==> src/gcoe_pkg.sv <==
// Shared constants, codes and types of the GPS clock offset estimator.
`default_nettype none

package gcoe_pkg;

  // Sample batch and trimming
  localparam int SAMPLE_COUNT   = 10;
  localparam int TRIM_EACH_SIDE = 2;
  localparam int TRIM_USED      = (2 * TRIM_EACH_SIDE >= SAMPLE_COUNT) ?
                                  (SAMPLE_COUNT - 1) / 2 : TRIM_EACH_SIDE;
  localparam int KEEP_USED      = SAMPLE_COUNT - 2 * TRIM_USED;

  // Field widths
  localparam int CMD_W   = 2;
  localparam int ACT_W   = 2;
  localparam int TIME_W  = 63;
  localparam int OFS_W   = 64;
  localparam int GUARD_W = 20;
  localparam int CFG_W   = 32;
  localparam int ADDR_W  = 4;

  // Counters and arithmetic widths
  localparam int IDX_W      = $clog2(SAMPLE_COUNT);
  localparam int CNT_W      = $clog2(SAMPLE_COUNT + 1);
  localparam int SUM_W      = OFS_W + $clog2(SAMPLE_COUNT) + 1;
  localparam int DIV_BITS   = 4;
  localparam int DIV_STEPS  = (SUM_W + DIV_BITS - 1) / DIV_BITS;
  localparam int DIV_W      = DIV_BITS * DIV_STEPS;
  localparam int DIV_CNT_W  = $clog2(DIV_STEPS + 1);
  localparam int REM_W      = $clog2(KEEP_USED + 1);
  localparam logic [REM_W:0] KEEP_C = (REM_W + 1)'(KEEP_USED);

  // Register reset values
  localparam logic [GUARD_W-1:0] GUARD_RST   = GUARD_W'(30 * 60);
  localparam logic [CFG_W-1:0]   HOLD_RST    = CFG_W'(60 * 1000);
  localparam logic [CFG_W-1:0]   MIN_INT_RST = CFG_W'(60 * 1000);
  localparam logic [CFG_W-1:0]   STEP_RST    = CFG_W'(1000 * 1000);

  typedef enum logic [CMD_W-1:0] {
    CMD_PRIMARY  = 2'd0,
    CMD_FALLBACK = 2'd1,
    CMD_TICK     = 2'd2,
    CMD_NOP      = 2'd3
  } cmd_t;

  typedef enum logic [ACT_W-1:0] {
    ACT_NONE    = 2'd0,
    ACT_SLEW    = 2'd1,
    ACT_STEP    = 2'd2,
    ACT_TIMEOUT = 2'd3
  } action_t;

  typedef enum logic [ADDR_W-3:0] {
    REG_GUARD    = 2'd0,
    REG_HOLD     = 2'd1,
    REG_MIN_INT  = 2'd2,
    REG_STEP_THR = 2'd3
  } reg_idx_t;

  // One value moving between neighbouring sorter cells
  typedef struct packed {
    logic                    full;
    logic signed [OFS_W-1:0] data;
  } cell_link_t;

endpackage

`default_nettype wire

==> src/gcoe_div.sv <==
// Divider by the kept-sample count, four quotient bits a cycle.
`default_nettype none

module gcoe_div (
  input  logic                         clk,
  input  logic                         rst_n,
  input  logic                         start,
  input  logic [gcoe_pkg::SUM_W-1:0]   dividend,
  output logic                         done,
  output logic [gcoe_pkg::OFS_W-1:0]   quotient
);
  import gcoe_pkg::*;

  logic [DIV_W-1:0]     dq_r, dq_nxt;
  logic [REM_W-1:0]     rem_r, rem_nxt;
  logic [DIV_CNT_W-1:0] cnt_r, cnt_nxt;
  logic                 busy_r, busy_nxt;
  logic                 done_r, done_nxt;

  always_comb begin
    logic [REM_W:0]   cur;
    logic [REM_W-1:0] rem;
    logic [DIV_W-1:0] dq;
    rem      = rem_r;
    dq       = dq_r;
    cur      = '0;
    busy_nxt = busy_r;
    cnt_nxt  = cnt_r;
    done_nxt = 1'b0;
    if (start) begin
      rem      = '0;
      dq       = DIV_W'(dividend);
      busy_nxt = 1'b1;
      cnt_nxt  = DIV_CNT_W'(DIV_STEPS);
    end else if (busy_r) begin
      // restoring steps: shift in the next dividend bit, shift out a quotient bit
      for (int j = 0; j < DIV_BITS; j++) begin
        cur = {rem, dq[DIV_W-1]};
        dq  = {dq[DIV_W-2:0], 1'b0};
        if (cur >= KEEP_C) begin
          rem   = REM_W'(cur - KEEP_C);
          dq[0] = 1'b1;
        end else begin
          rem = cur[REM_W-1:0];
        end
      end
      cnt_nxt = cnt_r - 1'b1;
      if (cnt_r == DIV_CNT_W'(1)) begin
        busy_nxt = 1'b0;
        done_nxt = 1'b1;
      end
    end
    rem_nxt = rem;
    dq_nxt  = dq;
  end

  always_ff @(posedge clk) begin
    if (!rst_n) begin
      busy_r <= 1'b0;
      done_r <= 1'b0;
      cnt_r  <= '0;
    end else begin
      busy_r <= busy_nxt;
      done_r <= done_nxt;
      cnt_r  <= cnt_nxt;
    end
    dq_r  <= dq_nxt;
    rem_r <= rem_nxt;
  end

  assign done     = done_r;
  assign quotient = dq_r[OFS_W-1:0];

endmodule

`default_nettype wire

==> config.mk <==
export PLATFORM = sky130hd
export DESIGN_NAME = gcoe_div
export DESIGN_NICKNAME = d
export VERILOG_FILES = /design/src/gcoe_pkg.sv /design/src/gcoe_div.sv
export SDC_FILE = /design/constraint.sdc
export NUM_CORES = 1
export LEC_CHECK = 0
export BUFFER_PORTS_ARGS = -buffer_cell sky130_fd_sc_hd__buf_2
export CAP_MARGIN = 5
export CORE_MARGIN = 2
export CORE_UTILIZATION = 55
export CTS_CLUSTER_DIAMETER = 100
export DETAILED_ROUTE_END_ITERATION = 12
export PLACE_DENSITY_LB_ADDON = 0.3
export SYNTH_ARGS = -nofsm -noshare
export SYNTH_HDL_FRONTEND = slang
export SYNTH_SLANG_ARGS = --single-unit
export TNS_END_PERCENT = 50
==> constraint.sdc <==
create_clock -name clk -period 6.65 [get_ports clk]
set_input_delay 0.665 -clock clk [delete_from_list [all_inputs] [get_ports clk]]
set_output_delay 0.665 -clock clk [all_outputs]
set_load 0.02 [all_outputs]
# After elaboration in Yosys (flattened, before gate mapping)
# Index checks and enable logic that the tools add are counted.
[word_totals] regBits=82 inputBits=72 out_inout_bits=65 word_cells=44
[classes] n_addsub=5 order_cmp=4 eq_ne=1 muxes=22 bitwise_logic=2 n_reduce_logical=3
[op_table] cell="69-bit 2-to-1 mux" n=2
[op_table] cell="3-bit 2-to-1 mux" n=10
[op_table] cell="4-bit by 3-bit greater-or-equal comparator with 1-bit output (second input constant)" n=4
[op_table] cell="3-bit subtractor (second input constant)" n=4
[op_table] cell="5-bit 2-to-1 mux" n=2
[op_table] cell="1-bit 2-to-1 mux" n=8
[op_table] cell="5-bit by 1-bit equality test with 1-bit output (second input constant)" n=1
[op_table] cell="5-bit by 1-bit subtractor with 5-bit output (second input constant)" n=1
[op_table] cell="3-bit OR reduction" n=1
[op_table] cell="1-bit inverter" n=2
[op_table] cell="2-bit nonzero test" n=1
[op_table] cell="2-bit OR reduction" n=1

# Logic depth before layout (Yosys ltp)
# Gate-level depths: netlist of the first run.
[logic_depth] ltp_word=16 ltp_mapped=7

# Worst setup path after synthesis of the first run
# OpenSTA, ideal clock, no wires.
[synth_timing] path_type="in2reg" start="input start" end="register dq_r[0], enable pin" t_arrival_ps=2490 required_time_ps=6221 setup_slack_ps=3731 cell_stages=3 n_path_buf=1 path_cell_list="clkbuf_1 > inv_2 > nand2_1"
[synth_via] elab_chain_len=1
[synth_lines] element="start: declaration" line_no="gcoe_div.sv:7" text="input logic start,"
[synth_lines] element="2-bit nonzero test (no line)"
[synth_lines] element="end signal: assignment" line_no="gcoe_div.sv:67" text="dq_r <= dq_nxt;"
[synth_lines] element="end: declaration" line_no="gcoe_div.sv:14" text="logic [DIV_W-1:0] dq_r, dq_nxt;"
# No other way between the ends.
# A chain may end at the register's enable or synchronous reset.

# Final worst setup path of the first run
[layout_timing] start="register busy_r" end="register dq_r[2], enable pin"
[layout_via] elab_chain_len=1
[layout_lines] element="start: declaration" line_no="gcoe_div.sv:17" text="logic busy_r, busy_nxt;"
[layout_lines] element="start signal: assignment" line_no="gcoe_div.sv:63" text="busy_r <= busy_nxt;"
[layout_lines] element="2-bit nonzero test (no line)"
# No other way between the ends.

==> results.md, run 1 <==
* Startpoint types: flip-flop
* Worst rel slew slack at 35.1%
* Largest net degree at the start of global routing at 81
* Avg Synthesized Cell Area at 12.8 um2
* Die Wd at 92.6 um
* Pre-Repair DR Iteration Count at 4
* Drc violations at 0
* Worst setup margin at 4.67 ns
* Post-DP HPWL at 5.52 mm
* Post-synth EDFFs at 69
* Worst R2R Start: busy_r$_SDFF_PN0_
* Post-Synth XOR/XNOR Area at 1.01%
* Top cells by area, synth: edfxtp_1, mux2_2, buf_4
* Power Density at 269 mW/mm2
* Worst hold endpoint: rem_r[0]$_SDFFE_PP0P_
* Crit path max fanout at 69
* WL/cell at 15.8 um
* Synth Area in Compound Gates at 6.46%
* Simple-Gate Fraction of Synth Area at 5.50%
* Vias in the first global route at 2629
* Slew @ Worst Pin at 0.974 ns
* Clk_lat worst skew at 0.34 ns
* CTS buffer count at 9
* Final Net Count at 475
* Critical Path AT at 1.95 ns
* Synthesized area at 0.00432 mm2
* Crit path kind: flip-flop to flip-flop
* Combinational family with the most area after synthesis: multiplexers
* DRT iter0 DRCs at 135
* Cell accounting for the most synthesized area: edfxtp_1
* Mux cell area share after synthesis at 18.4%
* Ports at 137
* Via count at 2662
* H-Tree Depth at 3
* Worst Hold Depth at 2
* Final worst path period need at 1.98 ns
* # Post-CTS Setup Buffers at 0
* RSZ-0062 raised after global routing: no
* Gr ovfl total at 0
* Most common cell after layout, fill and taps aside: buf_2
* Final worst path period share at 29.7%
* Max-capacitance violation count at 0
* Clk buf depth at 2
* Worst r2r path cells at 2
* Initial antenna violation count at 0
* Synthesized instance count at 338
* Worst hold start: dq_r[68]$_DFFE_PP_
* Vias per std cell at 5.24
* Initial Utilization at 56.2%
* FF+latch count, synth at 82
* Core Area at 0.00769 mm2
* IR drop worst, VDD at 0.160 mV
* Dpl ws at 4.45 ns
* Worst R2R Setup Slack at 4.67 ns
* GRT Util Overall at 19.3%
* Endpoints failing setup at 0
* Worst Skew at 0.0104 ns
* Clock Tree Root: clkbuf_8
* Setup_tns at 0 ns
* Register area share after synthesis at 54.0%
* Die area at 0.00858 mm2
* Flip-flop and latch area at 0.00233 mm2
* Req. time, crit path at 6.62 ns
* Final wirelength at 8.02 mm
* Filler cell count at 644
* Area Growth Syn to Fin at 10.7%
* Post-CTS sizing at 0
* Fmax at 0.506 GHz
* Row count at 32
* Endpoints failing hold at 0
* CTS tree: yes
* HP Class: flip-flop to flip-flop
* Unique masters post-synth at 48
* Ys flop type: edfxtp_1
* Max Slew Vio Count at 0
* Share of cells above drive strength 1 at 55.7%
* Post-Syn Nets at 412
* Outcome: finished clean
* Area share of the largest cell type after synthesis at 48.0%
* GP Congestion at 0.808
* CP endpoint kind: flip-flop
* IO buf count at 136
* N_diodes at 0
* Synth async-reset ratio at 0%
* Clk pin slew, worst setup/hold paths at 0.09 ns
* First-pass GRT wire length at 12.8 mm
* Area occupied by multi-input gates at 0.00139 mm2
* Worst r2r dst: dq_r[2]$_DFFE_PP_
* Hold buffers post-CTS at 0
* Synth Area in Adders at 0.579%
* Routed Antenna Nets at 0
* Synth warn at 0
* Die H at 92.6 um
* Most frequent cells in the layout: buf_2, edfxtp_1, mux2_2
* CTS sink count at 82
* Leakage Power at 1.93 nW
## metrics by stage
stage / instances / hold WS (ns) / total power (W) / util (%) / area, um2
2_1_floorplan: 338 / 0.457 / 0.000875 / - / 4320
5_1_grt: 508 / 0.524 / 0.00134 / 62.2 / 4780
6_report: 508 / 0.485 / 0.00129 / 62.2 / 4780
3_5_place_dp: 492 / 0.477 / 0.000902 / 59.4 / 4560
4_1_cts: 508 / 0.502 / 0.00129 / 62.2 / 4780
3_3_place_gp: 492 / 0.466 / 0.000897 / 59.4 / 4560
## logic make-up after synthesis
logic type / after synthesis
AO/OA/AOI/OAI: 38
adder cells (fa/ha/maj): 2
AND/OR/NAND/NOR: 48
buffers and inverters: 92
flip-flops: 82
multiplexers: 71
XOR/XNOR: 5
## routing by layer
layer,up-vias,routed length (um),track usage (%)
met5,-,0,0
met4,0,83,5.88
met3,7,489,5.21
met2,91,3900,31.3
met1,1268,3550,25.6
li1,1296,-,-
## layout make-up
| type | count | area share, % |
|---|---|---|
| clock buffer | 9 | 2.59 |
| tap | 102 | 2.67 |
| clock inverter | 7 | 1.94 |
| timing repair buffer | 137 | 14.4 |
| inverter | 7 | 0.550 |
| sequential | 82 | 48.8 |
| multi-input combinational | 164 | 29.0 |
## registers in the layout (all words and copies together) (netlist names)
register and count:
busy_r 1, cnt_r 5, done 1, dq_r 72
rem_r 3
## critical path, cell delays in order (launching register included)
cell and delay, ns:
dfxtp_1 0.69, inv_2 0.18, nand2_4 0.69
## Yosys cell counts, drive strengths merged, types with 2 or more instances
library cell  instances
inv                   7
o21bai                3
nor2b                 3
dfxtp                13
xnor2                 4
ha                    2
nor2                 14
a31oi                 4
buf                  73
edfxtp               69
a2bb2oi               2
a21oi                 5
clkbuf               12
o41ai                 2
o21ai                10
a21boi                2
nor3                  7
nand4                 2
nand2                11
nand2b                3
mux2                 67
mux2i                 4
## worst max path at each step
stage,from,end,slack [ns]
2_1_floorplan,start,dq_r[0]$_DFFE_PP_,3.73
3_3_place_gp,start,dq_r[54]$_DFFE_PP_,4.45
3_5_place_dp,start,dq_r[42]$_DFFE_PP_,4.45
4_1_cts,busy_r$_SDFF_PN0_,dq_r[28]$_DFFE_PP_,4.67
5_1_grt,busy_r$_SDFF_PN0_,dq_r[25]$_DFFE_PP_,4.53
6_report,busy_r$_SDFF_PN0_,dq_r[2]$_DFFE_PP_,4.67
## report_power, final
group / switching (W) / internal (W)
Clock: 0.000187 / 0.000211
Combinational: 0.000126 / 0.000102
Sequential: 0.0000393 / 0.000622
Note: power is estimated with default switching activity, not from simulation.
==> inputs of run 2 (changes only) <==
--- a/config.mk
+++ b/config.mk
@@ -5,10 +5,11 @@
 export SDC_FILE = /design/constraint.sdc
 export NUM_CORES = 1
 export LEC_CHECK = 0
+export ABC_AREA = 1
 export BUFFER_PORTS_ARGS = -buffer_cell sky130_fd_sc_hd__buf_2
 export CAP_MARGIN = 5
 export CORE_MARGIN = 2
-export CORE_UTILIZATION = 55
+export CORE_UTILIZATION = 50
 export CTS_CLUSTER_DIAMETER = 100
 export DETAILED_ROUTE_END_ITERATION = 12
 export PLACE_DENSITY_LB_ADDON = 0.3
==> constraint.sdc (replaced) <==
create_clock -name clk -period 1.9 [get_ports clk]
set_input_delay 0.19 -clock clk [delete_from_list [all_inputs] [get_ports clk]]
set_output_delay 0.19 -clock clk [all_outputs]
set_load 0.02 [all_outputs]
==> results.md, run 2 <==
* Outcome: finished clean
* DRT iter0 DRCs at 136
* Max-capacitance violation count at 0
* Post-synth EDFFs at 69
* Count leader, synth: nand2_1
* Initial antenna violation count at 1
* Clk_lat worst skew at 0.34 ns
* WL/cell at 13.2 um
* Startpoint types: flip-flop
* Power Density at 917 mW/mm2
* Unique masters post-synth at 24
* Gr ovfl total at 0
* Cell accounting for the most synthesized area: edfxtp_1
* HP Class: input port to flip-flop
* Synth warn at 0
* Clk buf depth at 2
* Crit path max fanout at 4
* Die area at 0.00880 mm2
* Most common cell after layout, fill and taps aside: nand2_1
* Fmax at 0.656 GHz
* Vias in the first global route at 2849
* Register area share after synthesis at 57.8%
* Filler cell count at 734
* FF+latch count, synth at 82
* IO buf count at 136
* Ports at 137
* Worst Skew at 0.00742 ns
* CTS tree: yes
* Endpoints failing setup at 0
* Most frequent cells after synthesis: nand2_1, edfxtp_1, buf_4
* Initial Utilization at 51.9%
* Req. time, crit path at 1.98 ns
* Fin cells at 628
* CTS buffer count at 9
* Row count at 32
* Final worst path period need at 1.52 ns
* CTS sink count at 82
* First-pass GRT wire length at 13.0 mm
* Setup_tns at 0 ns
* GRT Util Overall at 18.9%
* Synth async-reset ratio at 0%
* Most frequent cells in the layout: nand2_1, buf_2, edfxtp_1
* Worst rel slew slack at 75.7%
* Max Slew Vio Count at 0
* Clock Tree Root: clkbuf_8
* # placed instances at 611
* Pre-Repair DR Iteration Count at 4
* CP endpoint kind: flip-flop
* Synthesized instance count at 446
* Leakage Power at 2.28 nW
* IR drop worst, VDD at 0.475 mV
* Largest net degree at the start of global routing at 48
* Area share of the largest cell type after synthesis at 51.4%
* Final wirelength at 8.28 mm
* Total power draw at 0.00419 W
* Routed Antenna Nets at 0
* Final worst path period share at 80.2%
* Die Wd at 93.8 um
* Crit path kind: flip-flop to flip-flop
* Top cells by area, synth: edfxtp_1, nand2_1, buf_4
* Avg Synthesized Cell Area at 9.04 um2
* Hold buffers post-CTS at 0
* Vias per std cell at 4.76
* Slew @ Worst Pin at 0.363 ns
* H-Tree Depth at 3
* Via count at 2991
* Endpoints failing hold at 0
* Biggest regs: dq_r x72, cnt_r x5, rem_r x3
* Post-DP HPWL at 6.05 mm
* Placement-stage cell area at 0.00439 mm2
* Share of cells above drive strength 1 at 31.2%
* Final Net Count at 594
* Core Area at 0.00777 mm2
* Die H at 93.8 um
* Post-CTS sizing at 0
* Finished Cell Area at 0.00458 mm2
* RSZ-0062 raised after global routing: no
* GP Congestion at 0.784
* Synthesized area at 0.00403 mm2
* Area Growth Syn to Fin at 13.4%
* Clk pin slew, worst setup/hold paths at 0.08 ns
* # Post-CTS Setup Buffers at 0
* Ys flop type: edfxtp_1
* Drc violations at 0
* Post-Syn Nets at 520
* Top reg by flops: dq_r
* Max FFs per register at 72
* Critical Path AT at 1.60 ns
==> run 2: cell count changes in the layout (fill, tap and decap cells not counted), moves of 4 or more <==
cell     before  now
inv_1         4   15
nand2_1      10  220
mux2i_1       4    0
nor3_1        7    2
mux2_2       67    0
nand3_1       1    7
xnor2_1       4    0
o21ai_1       7    1
==> run 2: area by class of cell <==
| class | instances | area, um2 | share of cell area [%] |
|---|---|---|---|
| inverters | 17 | 67.6 | 1.48 |
| clock buffers | 10 | 128 | 2.79 |
| flip-flops and latches | 82 | 2330 | 51.0 |
| multi-input cells | 267 | 1100 | 24.1 |
| well taps | 102 | 128 | 2.79 |
| diodes | 1 | 2.50 | 0.0547 |
| clock inverters | 6 | 57.6 | 1.26 |
| repair buffers | 143 | 758 | 16.6 |
==> run 2: stage by stage <==
stage / hold slack, ns / utilization (%) / worst slack [ns]
CTS: 0.105 / 58.9 / 0.383
floorplan: 0.321 / - / -0.00354
finish: 0.121 / 58.9 / 0.376
detailed placement: 0.440 / 56.5 / 0.386
global route: 0.112 / 58.9 / 0.272
global placement: 0.435 / 56.5 / 0.480
==> run 2: logic make-up after synthesis <==
kind of cell / count (synthesis) / share of synthesized area (%)
simple gates: 247 / 23.7
compound gates: 17 / 2.57
flops: 82 / 57.8
fa+ha+maj: 2 / 0.620
xor+xnor: 1 / 0.217
buf+inv: 97 / 15.0
==> run 2: worst paths after layout <==
path                          from                    end  cells past startpoint  slack (ns)
min reg2reg     dq_r[65]$_DFFE_PP_  dq_r[69]$_SDFFE_PP0P_                      2        0.46
min                   dividend[35]     dq_r[35]$_DFFE_PP_                      3        0.12
max reg2reg  rem_r[2]$_SDFFE_PP0P_      dq_r[0]$_DFFE_PP_                      9        0.38
max          rem_r[2]$_SDFFE_PP0P_      dq_r[0]$_DFFE_PP_                      9        0.38
==> run 2: per-layer routing <==
layer  vias to the layer above  track usage, %  routed length (um)
li1                       1507               -                   -
met4                         0            5.31                  45
met2                       123            29.7                3810
met5                         -               0                   0
met3                         5            5.38                 756
met1                      1356            25.9                3670
==> run 2: worst max-delay path, cell delays in order (launching register included) <==
cell and delay (ns):
dfxtp_1 0.38, nand2_1 0.12, nand2_1 0.10, nand2_2 0.08, o21ai_2 0.16, nand2_1 0.09
nand3_1 0.10, nand2_2 0.08, nand2_1 0.08, a31oi_1 0.07
==> run 2: where the power goes <==
group | internal [W] | switching [W] | total, W | leakage (nW)
Clock | 0.000597 | 0.000596 | 0.00119 | 0.0874
Combinational | 0.000255 | 0.000480 | 0.000735 | 1.37
Sequential | 0.00217 | 0.0000986 | 0.00227 | 0.814
Total | 0.00302 | 0.00118 | 0.00419 | 2.28
