### config.mk
export PLATFORM = sky130hd
export DESIGN_NAME = gcoe_cell
export DESIGN_NICKNAME = d
export VERILOG_FILES = /design/src/gcoe_pkg.sv /design/src/gcoe_cell.sv
export SDC_FILE = /design/constraint.sdc
export NUM_CORES = 1
export LEC_CHECK = 0
export ABC_CLOCK_PERIOD_IN_PS = 3800
export BUFFER_PORTS_ARGS = -buffer_cell sky130_fd_sc_hd__clkbuf_2
export CAP_MARGIN = 20
export CORE_MARGIN = 2
export CORE_UTILIZATION = 45
export CTS_CLUSTER_SIZE = 10
export DETAILED_ROUTE_END_ITERATION = 8
export PLACE_DENSITY_LB_ADDON = 0.25
export SLEW_MARGIN = 5
export SYNTH_ARGS = -nofsm -noshare
export SYNTH_HDL_FRONTEND = slang
export SYNTH_SLANG_ARGS = --single-unit
### constraint.sdc
create_clock -name clk -period 3.8 [get_ports clk]
set_input_delay 0.19 -clock clk [delete_from_list [all_inputs] [get_ports clk]]
set_output_delay 0.19 -clock clk [all_outputs]
set_load 0.05 [all_outputs]
### src/gcoe_pkg.sv
// Shared constants, codes and types of the GPS clock offset estimator.
`default_nettype none

package gcoe_pkg;

  // Sample batch and trimming
  localparam int SAMPLE_COUNT   = 10;
  localparam int TRIM_EACH_SIDE = 2;
  localparam int TRIM_USED      = (2 * TRIM_EACH_SIDE >= SAMPLE_COUNT) ?
                                  (SAMPLE_COUNT - 1) / 2 : TRIM_EACH_SIDE;
  localparam int KEEP_USED      = SAMPLE_COUNT - 2 * TRIM_USED;

  // Field widths
  localparam int CMD_W   = 2;
  localparam int ACT_W   = 2;
  localparam int TIME_W  = 63;
  localparam int OFS_W   = 64;
  localparam int GUARD_W = 20;
  localparam int CFG_W   = 32;
  localparam int ADDR_W  = 4;

  // Counters and arithmetic widths
  localparam int IDX_W      = $clog2(SAMPLE_COUNT);
  localparam int CNT_W      = $clog2(SAMPLE_COUNT + 1);
  localparam int SUM_W      = OFS_W + $clog2(SAMPLE_COUNT) + 1;
  localparam int DIV_BITS   = 4;
  localparam int DIV_STEPS  = (SUM_W + DIV_BITS - 1) / DIV_BITS;
  localparam int DIV_W      = DIV_BITS * DIV_STEPS;
  localparam int DIV_CNT_W  = $clog2(DIV_STEPS + 1);
  localparam int REM_W      = $clog2(KEEP_USED + 1);
  localparam logic [REM_W:0] KEEP_C = (REM_W + 1)'(KEEP_USED);

  // Register reset values
  localparam logic [GUARD_W-1:0] GUARD_RST   = GUARD_W'(30 * 60);
  localparam logic [CFG_W-1:0]   HOLD_RST    = CFG_W'(60 * 1000);
  localparam logic [CFG_W-1:0]   MIN_INT_RST = CFG_W'(60 * 1000);
  localparam logic [CFG_W-1:0]   STEP_RST    = CFG_W'(1000 * 1000);

  typedef enum logic [CMD_W-1:0] {
    CMD_PRIMARY  = 2'd0,
    CMD_FALLBACK = 2'd1,
    CMD_TICK     = 2'd2,
    CMD_NOP      = 2'd3
  } cmd_t;

  typedef enum logic [ACT_W-1:0] {
    ACT_NONE    = 2'd0,
    ACT_SLEW    = 2'd1,
    ACT_STEP    = 2'd2,
    ACT_TIMEOUT = 2'd3
  } action_t;

  typedef enum logic [ADDR_W-3:0] {
    REG_GUARD    = 2'd0,
    REG_HOLD     = 2'd1,
    REG_MIN_INT  = 2'd2,
    REG_STEP_THR = 2'd3
  } reg_idx_t;

  // One value moving between neighbouring sorter cells
  typedef struct packed {
    logic                    full;
    logic signed [OFS_W-1:0] data;
  } cell_link_t;

endpackage

`default_nettype wire

### src/gcoe_cell.sv
// One cell of the systolic insertion sorter: keeps the smaller value, passes the larger on.
`default_nettype none

module gcoe_cell (
  input  logic                 clk,
  input  logic                 rst_n,
  input  logic                 shift,
  input  gcoe_pkg::cell_link_t ins_i,
  input  gcoe_pkg::cell_link_t shl_i,
  output gcoe_pkg::cell_link_t pass_o,
  output gcoe_pkg::cell_link_t val_o
);
  import gcoe_pkg::*;

  logic                    full_r, full_nxt;
  logic signed [OFS_W-1:0] val_r, val_nxt;
  logic                    pass_full_r, pass_full_nxt;
  logic signed [OFS_W-1:0] pass_data_r, pass_data_nxt;

  always_comb begin
    full_nxt      = full_r;
    val_nxt       = val_r;
    pass_full_nxt = 1'b0;
    pass_data_nxt = pass_data_r;
    if (shift) begin
      // unload towards the head
      full_nxt = shl_i.full;
      val_nxt  = shl_i.data;
    end else if (ins_i.full) begin
      if (!full_r) begin
        full_nxt = 1'b1;
        val_nxt  = ins_i.data;
      end else if ($signed(ins_i.data) < $signed(val_r)) begin
        val_nxt       = ins_i.data;
        pass_full_nxt = 1'b1;
        pass_data_nxt = val_r;
      end else begin
        pass_full_nxt = 1'b1;
        pass_data_nxt = ins_i.data;
      end
    end
  end

  always_ff @(posedge clk) begin
    if (!rst_n) begin
      full_r      <= 1'b0;
      pass_full_r <= 1'b0;
    end else begin
      full_r      <= full_nxt;
      pass_full_r <= pass_full_nxt;
    end
    val_r       <= val_nxt;
    pass_data_r <= pass_data_nxt;
  end

  assign pass_o = '{full: pass_full_r, data: pass_data_r};
  assign val_o  = '{full: full_r, data: val_r};

endmodule

`default_nettype wire

# Word-level counts from Yosys, hierarchy flattened
# Index checks and enable logic that the tools add are counted.
# totals
reg_bits	130
inputBits	133
out_inout_bits	130
# classes
order_cmp	1
eq_ne	1
muxes	8
bitwise_logic	3
n_reduce_logical	4
# op_table
op	n
$mux W64	5
$lt A64 B64 Y1	1
$mux W1	3
$ne A3 B2 Y1 const B	1
$not A1 Y1	3
$reduce_and A3 Y1	1
$reduce_or A3 Y1	1
$reduce_and A2 Y1	1
$reduce_bool A2 Y1	1

# Depth between registers and ports, before layout
# Gate-level depths: netlist (run 1).
# logic_depth
depth_word	5
depth_mapped	12

# Worst setup path before layout (run 1)
# No wires, ideal clock.
# synth_timing
path_type	reg-to-reg
from	register val_r[14]
to	register val_r[0], enable pin
t_arrival_ns	3.727
required_ns	3.403
setup_slack_ns	-0.324
path_stages_with_launch	12
period_less_slack_ns	4.124
path_cell_list	edfxtp_1 > inv_1 > ha_1 > nand4_1 > or4_1 > or4_1 > a31oi_1 > nor4_1 > nand2_1 > buf_4 > buf_4 > o221a_2
# synth_between
elab_chain_cells	3
# synth_lines
element	line	rtl
start, declared	gcoe_cell.sv:16	logic signed [OFS_W-1:0] val_r, val_nxt;
start signal, assigned	gcoe_cell.sv:52	val_r <= val_nxt;
$lt A64 B64 Y1	gcoe_cell.sv:33	end else if ($signed(ins_i.data) < $signed(val_r)) begin
$ne A3 B2 Y1 (no line)	--	
$reduce_and A2 Y1 (no line)	--	
# No other way between the ends.
# A chain may end at the register's enable or synchronous reset.

# Worst setup path in the final report (run 1)
# layout_timing
from	register val_r[14]
to	register pass_data_r[21], data pin
# layout_between
elab_chain_cells	2
# layout_lines
element	line	rtl
$lt A64 B64 Y1	gcoe_cell.sv:33	
$mux W64	gcoe_cell.sv:33	
end signal, assigned	gcoe_cell.sv:53	pass_data_r <= pass_data_nxt;
end, declared	gcoe_cell.sv:18	logic signed [OFS_W-1:0] pass_data_r, pass_data_nxt;
# No other way between the ends.

==> results of run 1 <==
## area by class of cell
class | count | area share (%)
clock buffers | 17 | 3.83
clock inverters | 15 | 1.91
inverters | 65 | 2.19
multi-input cells | 557 | 40.7
flip-flops and latches | 130 | 34.9
well taps | 265 | 2.98
repair buffers | 279 | 13.4
## flip-flops by register name (all words and copies together) (netlist names)
signal,count
full_r,1
pass_full_r,1
pass_data_r,64
val_r,64
## final timing paths
kind,endpoint,from
worst min register to register,full_r$_SDFFE_PN0P_,full_r$_SDFFE_PN0P_
worst min-delay path,val_r[25]$_DFFE_PP_,shl_i[25]
worst max register to register,pass_data_r[21]$_DFFE_PP_,val_r[14]$_DFFE_PP_
worst max-delay path,pass_data_r[21]$_DFFE_PP_,val_r[14]$_DFFE_PP_
## what timing repair did
action | in CTS | in global routing
gates resized for setup | 0 | 0
hold endpoints to repair | 1 | 0
setup endpoints to repair | 0 | 0
hold buffers | 1 | 0
buffers inserted | 0 | 0
## stage by stage
step	hold WS, ns	instance area (sq um)	instances	utilization [%]	setup WS (ns)
finish	0.0667	11100	1328	56.7	0.345
global route	0.0599	11100	1328	56.7	0.146
CTS	0.0501	11100	1328	56.7	0.361
detailed placement	0.447	10500	1295	53.4	0.383
global placement	0.441	10500	1295	53.4	0.471
floorplan	0.335	9040	825	-	0.0210
## power groups by stage
stage,Sequential [mW],Combinational [mW],Clock [mW]
after CTS,1.84,1.70,1.83
final,1.84,1.71,1.81
after global placement,1.87,1.67,0
after detailed placement,1.87,1.69,0
after floorplan,2.22,0.958,0
after global routing,1.85,1.85,1.89
## placed cells by master (no fill, tap or decap), types with 4 or more instances in the layout
cell type / instances
sky130_fd_sc_hd__clkbuf_2: 261
sky130_fd_sc_hd__edfxtp_1: 128
sky130_fd_sc_hd__a211oi_1: 108
sky130_fd_sc_hd__nand2_1: 79
sky130_fd_sc_hd__nand2b_1: 68
sky130_fd_sc_hd__inv_1: 65
sky130_fd_sc_hd__a311o_1: 64
sky130_fd_sc_hd__mux2_2: 64
sky130_fd_sc_hd__ha_1: 62
sky130_fd_sc_hd__a21oi_1: 26
sky130_fd_sc_hd__a211oi_2: 20
sky130_fd_sc_hd__clkbuf_16: 17
sky130_fd_sc_hd__nand4_1: 13
sky130_fd_sc_hd__buf_4: 13
sky130_fd_sc_hd__o21ai_0: 6
sky130_fd_sc_hd__nand3_1: 5
sky130_fd_sc_hd__nor3_1: 5
sky130_fd_sc_hd__bufinv_16: 5
sky130_fd_sc_hd__nor2_1: 4
sky130_fd_sc_hd__clkinv_1: 4
sky130_fd_sc_hd__buf_12: 4
## layer usage
metal  GRT usage [%]  vias up  routed length, microns
met3            4.45       34                    1500
met2            39.0      271                   12000
met1            31.3     3665                   11500
met4            7.50        0                     453
li1                -     3646                       -
met5               0        -                       0
## logic make-up after synthesis
logic type / share of synthesized area (%)
muxes: 7.98
and+or+nand+nor: 10.5
DFF: 43.0
adders and majority gates: 8.73
AOI/OAI and AO/OA: 22.3
buffers and inverters: 7.44
==> summary.txt, run 1 <==
Critical path
  – Reg2Reg Depth: 10
  – Worst path required time: ~4.0 ns
  – CP Launch Type: flip-flop
  – Slack of the worst reg-to-reg path: 0.35 ns
  – WP data arrival: 3.62 ns
  – Critical path buffers and inverters: 2
  – Number of stages on the worst setup path: 10
  – Endpoint class of the critical path: flip-flop
  – Most frequent CP cell: sky130_fd_sc_hd__or4_1
  – Slowest cell delay on critical path: ~0.53 ns
  – Crit Path Class: reg -> reg
  – Maximum fanout count along the critical path: 31
  – Cell Chain, Critical Path: inv_1 -> ha_1 -> nand4_1 -> or4_1 -> or4_1 -> a31oi_1 -> or4_4 -> buf_4 -> a211oi_1 -> a311o_1
  – Critical path's top delay family: simple AND/OR/NAND/NOR gates
  – Worst path slowest cell: sky130_fd_sc_hd__or4_1

Placement
  – # port buffers: approximately 260
  – Placed wire-length estimate after detailed placement: around 17 mm
  – GP Congestion: 0.818

Synth
  – Register bit count reported by yosys: 130
  – Most numerous cell in the Yosys netlist: sky130_fd_sc_hd__edfxtp_1
  – Most frequent cells after synthesis: sky130_fd_sc_hd__edfxtp_1, sky130_fd_sc_hd__a211oi_1, sky130_fd_sc_hd__nand2_1
  – Cell type with the highest aggregate area in the netlist: sky130_fd_sc_hd__edfxtp_1
  – Net count after synthesis: 1021
  – Top area cells in the synthesized netlist: sky130_fd_sc_hd__edfxtp_1, sky130_fd_sc_hd__a211oi_1, sky130_fd_sc_hd__ha_1, sky130_fd_sc_hd__mux2_2, sky130_fd_sc_hd__a311o_1
  – Synth warnings: 0
  – Number of instances in the synthesized netlist: roughly 830
  – Most frequently used flop master after synthesis: sky130_fd_sc_hd__edfxtp_1
  – Synth async-reset ratio: 0%
  – Post-synthesis cell type count: 43
  – Synthesized cell area: around 9000 sq um
  – Fraction of post-synthesis cell area in the top cell type by area: 42.5%
  – Register area share after synthesis: 43.0%
  – EDFF count, synth: 128
  – Syn_area_per_cell: between 10 and 15 sq um

Power and ir drop
  – Power share of the sequential group: between 30% and 40%
  – Power share of the clock group: between 30 and 40%
  – Net Switching: between 1.5 and 2 mW
  – Leakage power figure: about 4.6 nW
  – Logic pwr share: 31.8%
  – Total power per unit cell area: slightly below 500 nW/um^2
  – Worst-case vdd ir drop: 0.345 mV
  – Internal power summed over all cells: roughly 3.5 mW
  – Total power draw: about 5.4 mW
  – Proportion of total power due to net switching: approximately a third

Routing
  – Residual DRC: 0
  – Total via count in the routed design: about 7.6k
  – Wire length after detailed routing: approximately 25 mm
  – Count of nets left with antenna violations after detail routing: 0
  – Initial drt markers: 558
  – Vias per std cell: about 5.7
  – Routed wire per std cell: ~19 microns
  – First-pass detailed-route iteration total: 5

STA
  – Final critical path time including I/O delays and setup: roughly 3.5 ns
  – Largest clock skew in the final design: roughly 0.01 ns
  – Fin crit share: roughly nine tenths
  – Worst slew margin relative to its limit: 25.1%
  – Max Clock Freq: roughly 290 MHz
  – Summed negative setup slack over all endpoints: 0 ns
  – Final count of hold timing violations: 0
  – Setup violators final: 0
  – Unrepaired setup endpoints after global routing: false
  – Final max-slew violation count: 0
  – Actual slew at the worst max-slew pin: between 1 and 1.5 ns

Floorplanning
  – Die X-Extent: between 100 and 150 microns
  – Die ar.: between 20000 and 25000 sq um
  – Top Ports: 263
  – Effective utilization at floorplan: between 40% and 50%
  – Number of placement rows: slightly above 50
  – Chip Height: 146 microns
  – Core region area: around 20000 sq um

Global routing
  – Number of antenna violations at the first check in global routing: 0
  – GRT Resource Usage Total: 23.6%
  – Via count of the first global-routing pass: ~7.6k
  – Global-route wire length before repair: between 30 and 40 mm
  – Maximum number of pins on one net before global-route repair: 259
  – Global route total overflow: 0

Finish
  – Fillers: 1710
  – Number of diodes added for antenna fixing: 0
  – Growth of design area from synthesis to finish: 23.1%
  – Fraction of layout cells with a size suffix above 1: ~38%
  – Reg area: 3880 sq um
  – Area occupied by multi-input gates: 4530 sq um
  – Total Nets Final: between 1k and 1.5k

Clocking
  – Buffer type at the clock tree root: sky130_fd_sc_hd__clkbuf_16
  – Num CTS Buffers: 17
  – Clock tree from TritonCTS: built
  – Maximum root-to-sink buffer count: 2
  – Clock input transition at the sequential cells of the worst setup and hold paths: ~0.06 ns
  – Source-to-sink clock delay at the later pin of the worst-skew pair: ~0.42 ns
  – CTS H-tree lvls: 4
  – TritonCTS Sinks: 130

Job
  – Max Cap Viol: 0

Run status
  – Run status: finished clean

Worst hold path
  – Min-delay worst type: in -> reg
  – Hold depth: 2
Power figures use the tool's default switching activity.
==> inputs of run 2 (changes only) <==
Settings changed: CELL_PAD_IN_SITES_DETAIL_PLACEMENT set to 1, CELL_PAD_IN_SITES_GLOBAL_PLACEMENT set to 1, CORE_UTILIZATION 45 to 37.
==> run 2 against run 1 <==
  * Setup slack worse by 0.030 ns
  * Largest power group is now clock
  * Critical endpoint is now val_r[55]$_DFFE_PP_
  * Global-route usage fell by 0.96 points
  * Core utilization decreased by 10 points
  * Critical path type unchanged
  * Combinational power up 2%
==> summary.txt, run 2 (synthesized netlist as in run 1, its figures left out) <==
Global routing
  – Number of antenna violations at the first check in global routing: 2 (was 0)
  – Maximum number of pins on one net before global-route repair: 259 (unchanged)
  – Via count of the first global-routing pass: 7990 (was 7596)
  – Met1 Use GR: 29.4% (was 31.3%)
  – Global-route wire length before repair: 45.3 mm (was 39.9 mm)
  – GRT Resource Usage Total: 22.6% (was 23.6%)
  – Met3 usage: 5.04% (was 4.45%)
  – Routing usage on met2: 37.2% (was 39.0%)
  – GR peak layer: met2 (unchanged)
  – Global route total overflow: 0 (unchanged)

Routing
  – Total via count in the routed design: 7771 (was 7616)
  – Count of nets left with antenna violations after detail routing: 0 (unchanged)
  – Residual DRC: 0 (unchanged)
  – Initial drt markers: 450 (was 558)
  – Wire length after detailed routing: 29.4 mm (was 25.4 mm)
  – Routed wire per std cell: 21.2 microns (was 19.1 microns)
  – Vias per std cell: 5.60 (was 5.73)
  – First-pass detailed-route iteration total: 4 (was 5)

Critical path
  – Number of stages on the worst setup path: 10 (unchanged)
  – CP Launch Type: flip-flop (unchanged)
  – Critical path buffers and inverters: 2 (unchanged)
  – Maximum fanout count along the critical path: 33 (was 31)
  – Cell Chain, Critical Path: inv_1 -> ha_1 -> nand4_1 -> or4_1 -> or4_1 -> a31oi_1 -> nor4_2 -> nand2_2 -> o221a_4 -> buf_12 (was inv_1 -> ha_1 -> nand4_1 -> or4_1 -> or4_1 -> a31oi_1 -> or4_4 -> buf_4 -> a211oi_1 -> a311o_1)
  – Worst path required time: 3.91 ns (was 3.97 ns)
  – Slowest cell delay on critical path: 0.56 ns (was 0.53 ns)
  – Critical path launch point: val_r[14]$_DFFE_PP_ (unchanged)
  – Endpoint class of the critical path: flip-flop (unchanged)
  – Worst path slowest cell: sky130_fd_sc_hd__or4_1 (unchanged)
  – Most frequent CP cell: sky130_fd_sc_hd__or4_1 (unchanged)
  – Critical path's top delay family: simple AND/OR/NAND/NOR gates (unchanged)
  – WP data arrival: 3.59 ns (was 3.62 ns)
  – R2R Path Start: val_r[14]$_DFFE_PP_ (unchanged)
  – Reg2Reg Depth: 10 (unchanged)
  – Crit Path Class: reg -> reg (unchanged)

Floorplanning
  – Die X-Extent: 160 microns (was 146 microns)
  – Core region area: 24200 sq um (was 19600 sq um)
  – Effective utilization at floorplan: 37.4% (was 46.1%)
  – Die ar.: 25700 sq um (was 21200 sq um)
  – Chip Height: 160 microns (was 146 microns)
  – Top Ports: 263 (unchanged)
  – Number of placement rows: 57 (was 51)

Run status
  – Run status: finished clean (unchanged)

STA
  – Max Clock Freq: 287 MHz (was 289 MHz)
  – Worst slew margin relative to its limit: 22.7% (was 25.1%)
  – Worst Setup Slack, final: 0.316 ns (was 0.345 ns)
  – Summed negative setup slack over all endpoints: 0 ns (unchanged)
  – Setup violators final: 0 (unchanged)
  – Unrepaired setup endpoints after global routing: false (unchanged)
  – Fin crit share: 91.7% (was 90.9%)
  – Largest clock skew in the final design: 0.0121 ns (was 0.00993 ns)
  – Final critical path time including I/O delays and setup: 3.48 ns (was 3.45 ns)
  – Actual slew at the worst max-slew pin: 1.16 ns (was 1.12 ns)
  – Final count of hold timing violations: 0 (unchanged)
  – Final max-slew violation count: 0 (unchanged)

Power and ir drop
  – Net Switching: 1.91 mW (was 1.84 mW)
  – Power share of the sequential group: 33.4% (was 34.4%)
  – Worst-case vdd ir drop: 0.260 mV (was 0.345 mV)
  – Internal power summed over all cells: 3.60 mW (was 3.52 mW)
  – Power share of the clock group: 34.8% (was 33.8%)
  – Leakage power figure: 4.66 nW (was 4.64 nW)
  – Total power draw: 5.51 mW (was 5.36 mW)
  – Logic pwr share: 31.8% (about the same)
  – Proportion of total power due to net switching: 34.7% (was 34.3%)
  – Total power per unit cell area: 491 nW/um^2 (was 482 nW/um^2)

Clocking
  – Resized Gates After CTS: 0 (unchanged)
  – Buffer type at the clock tree root: sky130_fd_sc_hd__clkbuf_16 (unchanged)
  – Source-to-sink clock delay at the later pin of the worst-skew pair: 0.43 ns (was 0.42 ns)
  – TritonCTS Sinks: 130 (unchanged)
  – Clock input transition at the sequential cells of the worst setup and hold paths: 0.07 ns (was 0.06 ns)
  – CTS H-tree lvls: 4 (unchanged)
  – Maximum root-to-sink buffer count: 2 (unchanged)
  – Num CTS Buffers: 17 (unchanged)
  – Clock tree from TritonCTS: built (unchanged)

Worst hold path
  – Startpoint of the worst hold path: shl_i[7] (was shl_i[25])
  – Min-delay worst type: in -> reg (unchanged)
  – Hold depth: 2 (unchanged)

Finish
  – Growth of design area from synthesis to finish: 24.4% (was 23.1%)
  – Fraction of layout cells with a size suffix above 1: 37.6% (was 37.5%)
  – Total Nets Final: 1245 (was 1246)
  – Most common library cell in the layout ignoring fill and taps: sky130_fd_sc_hd__clkbuf_2 (unchanged)
  – Largest registers: pass_data_r (64), val_r (64) (unchanged)
  – Top library cells by usage in the layout, fill and taps aside: sky130_fd_sc_hd__clkbuf_2, sky130_fd_sc_hd__edfxtp_1, sky130_fd_sc_hd__a211oi_1 (unchanged)
  – Non-filler cells in the finished layout: 1387 (was 1328)

Placement
  – Post-placement setup slack: 0.308 ns (was 0.383 ns)
  – # port buffers: 262 (unchanged)
  – GP Congestion: 0.764 (was 0.818)
  – Placed wire-length estimate after detailed placement: 19.4 mm (was 16.9 mm)
  – Total placed cells including tap cells: 1353 (was 1295)

Job
  – Max Cap Viol: 0 (unchanged)
## run 2: what timing repair did
item | 4_1_cts | 5_1_grt
hold buffers | 1 | 0
setup endpoints to repair | 0 | 0
setup buffers | 0 | 0
endpoints found under the hold margin | 1 | 0
## run 2: area by class of cell
| class | count | area [sq um] |
|---|---|---|
| Clock inverter | 14 | 235 |
| Timing Repair Buffer | 278 | 1510 |
| Sequential cell | 130 | 3880 |
| Fill cell | 2679 | 12900 |
| Clock buffer | 18 | 429 |
| Inverter | 65 | 244 |
| Tap cell | 324 | 405 |
| Multi-Input combinational cell | 557 | 4530 |
| Antenna cell | 1 | 2.50 |
## run 2: power groups by stage
stage	logic, mW	registers, mW	clock network (mW)
after floorplan	0.958	2.22	0
after global placement	1.71	1.87	0
after detailed placement	1.75	1.87	0
after CTS	1.76	1.84	1.94
after global routing	1.90	1.85	2.00
final	1.75	1.84	1.92
## run 2: path summary, 6_finish.rpt
check | slack [ns] | end
worst max-delay path | 0.32 | val_r[55]$_DFFE_PP_
worst min-delay path | 0.06 | val_r[7]$_DFFE_PP_
worst max register to register | 0.32 | val_r[55]$_DFFE_PP_
worst min register to register | 0.54 | full_r$_SDFFE_PN0P_
## run 2: per-stage QoR
step	hold slack, ns	instance area [sq um]	util [%]
after floorplan	0.335	9040	-
after global placement	0.439	10600	43.7
after detailed placement	0.440	10600	43.7
after CTS	0.0454	11200	46.5
after global routing	0.0509	11200	46.5
final	0.0605	11200	46.5
## run 2: routing by layer
layer,up-vias,wire length [microns]
met3,47,1520
li1,3656,-
met5,-,13
met4,2,728
met2,229,14000
met1,3837,13100
## run 2: worst register-to-register path, cell delays in order, from the launching register on
cell and delay, ns:
sky130_fd_sc_hd__edfxtp_1 0.39, sky130_fd_sc_hd__inv_1 0.08, sky130_fd_sc_hd__ha_1 0.34, sky130_fd_sc_hd__nand4_1 0.18
sky130_fd_sc_hd__or4_1 0.56, sky130_fd_sc_hd__or4_1 0.42, sky130_fd_sc_hd__a31oi_1 0.22, sky130_fd_sc_hd__nor4_2 0.12
sky130_fd_sc_hd__nand2_2 0.30, sky130_fd_sc_hd__o221a_4 0.30, sky130_fd_sc_hd__buf_12 0.23
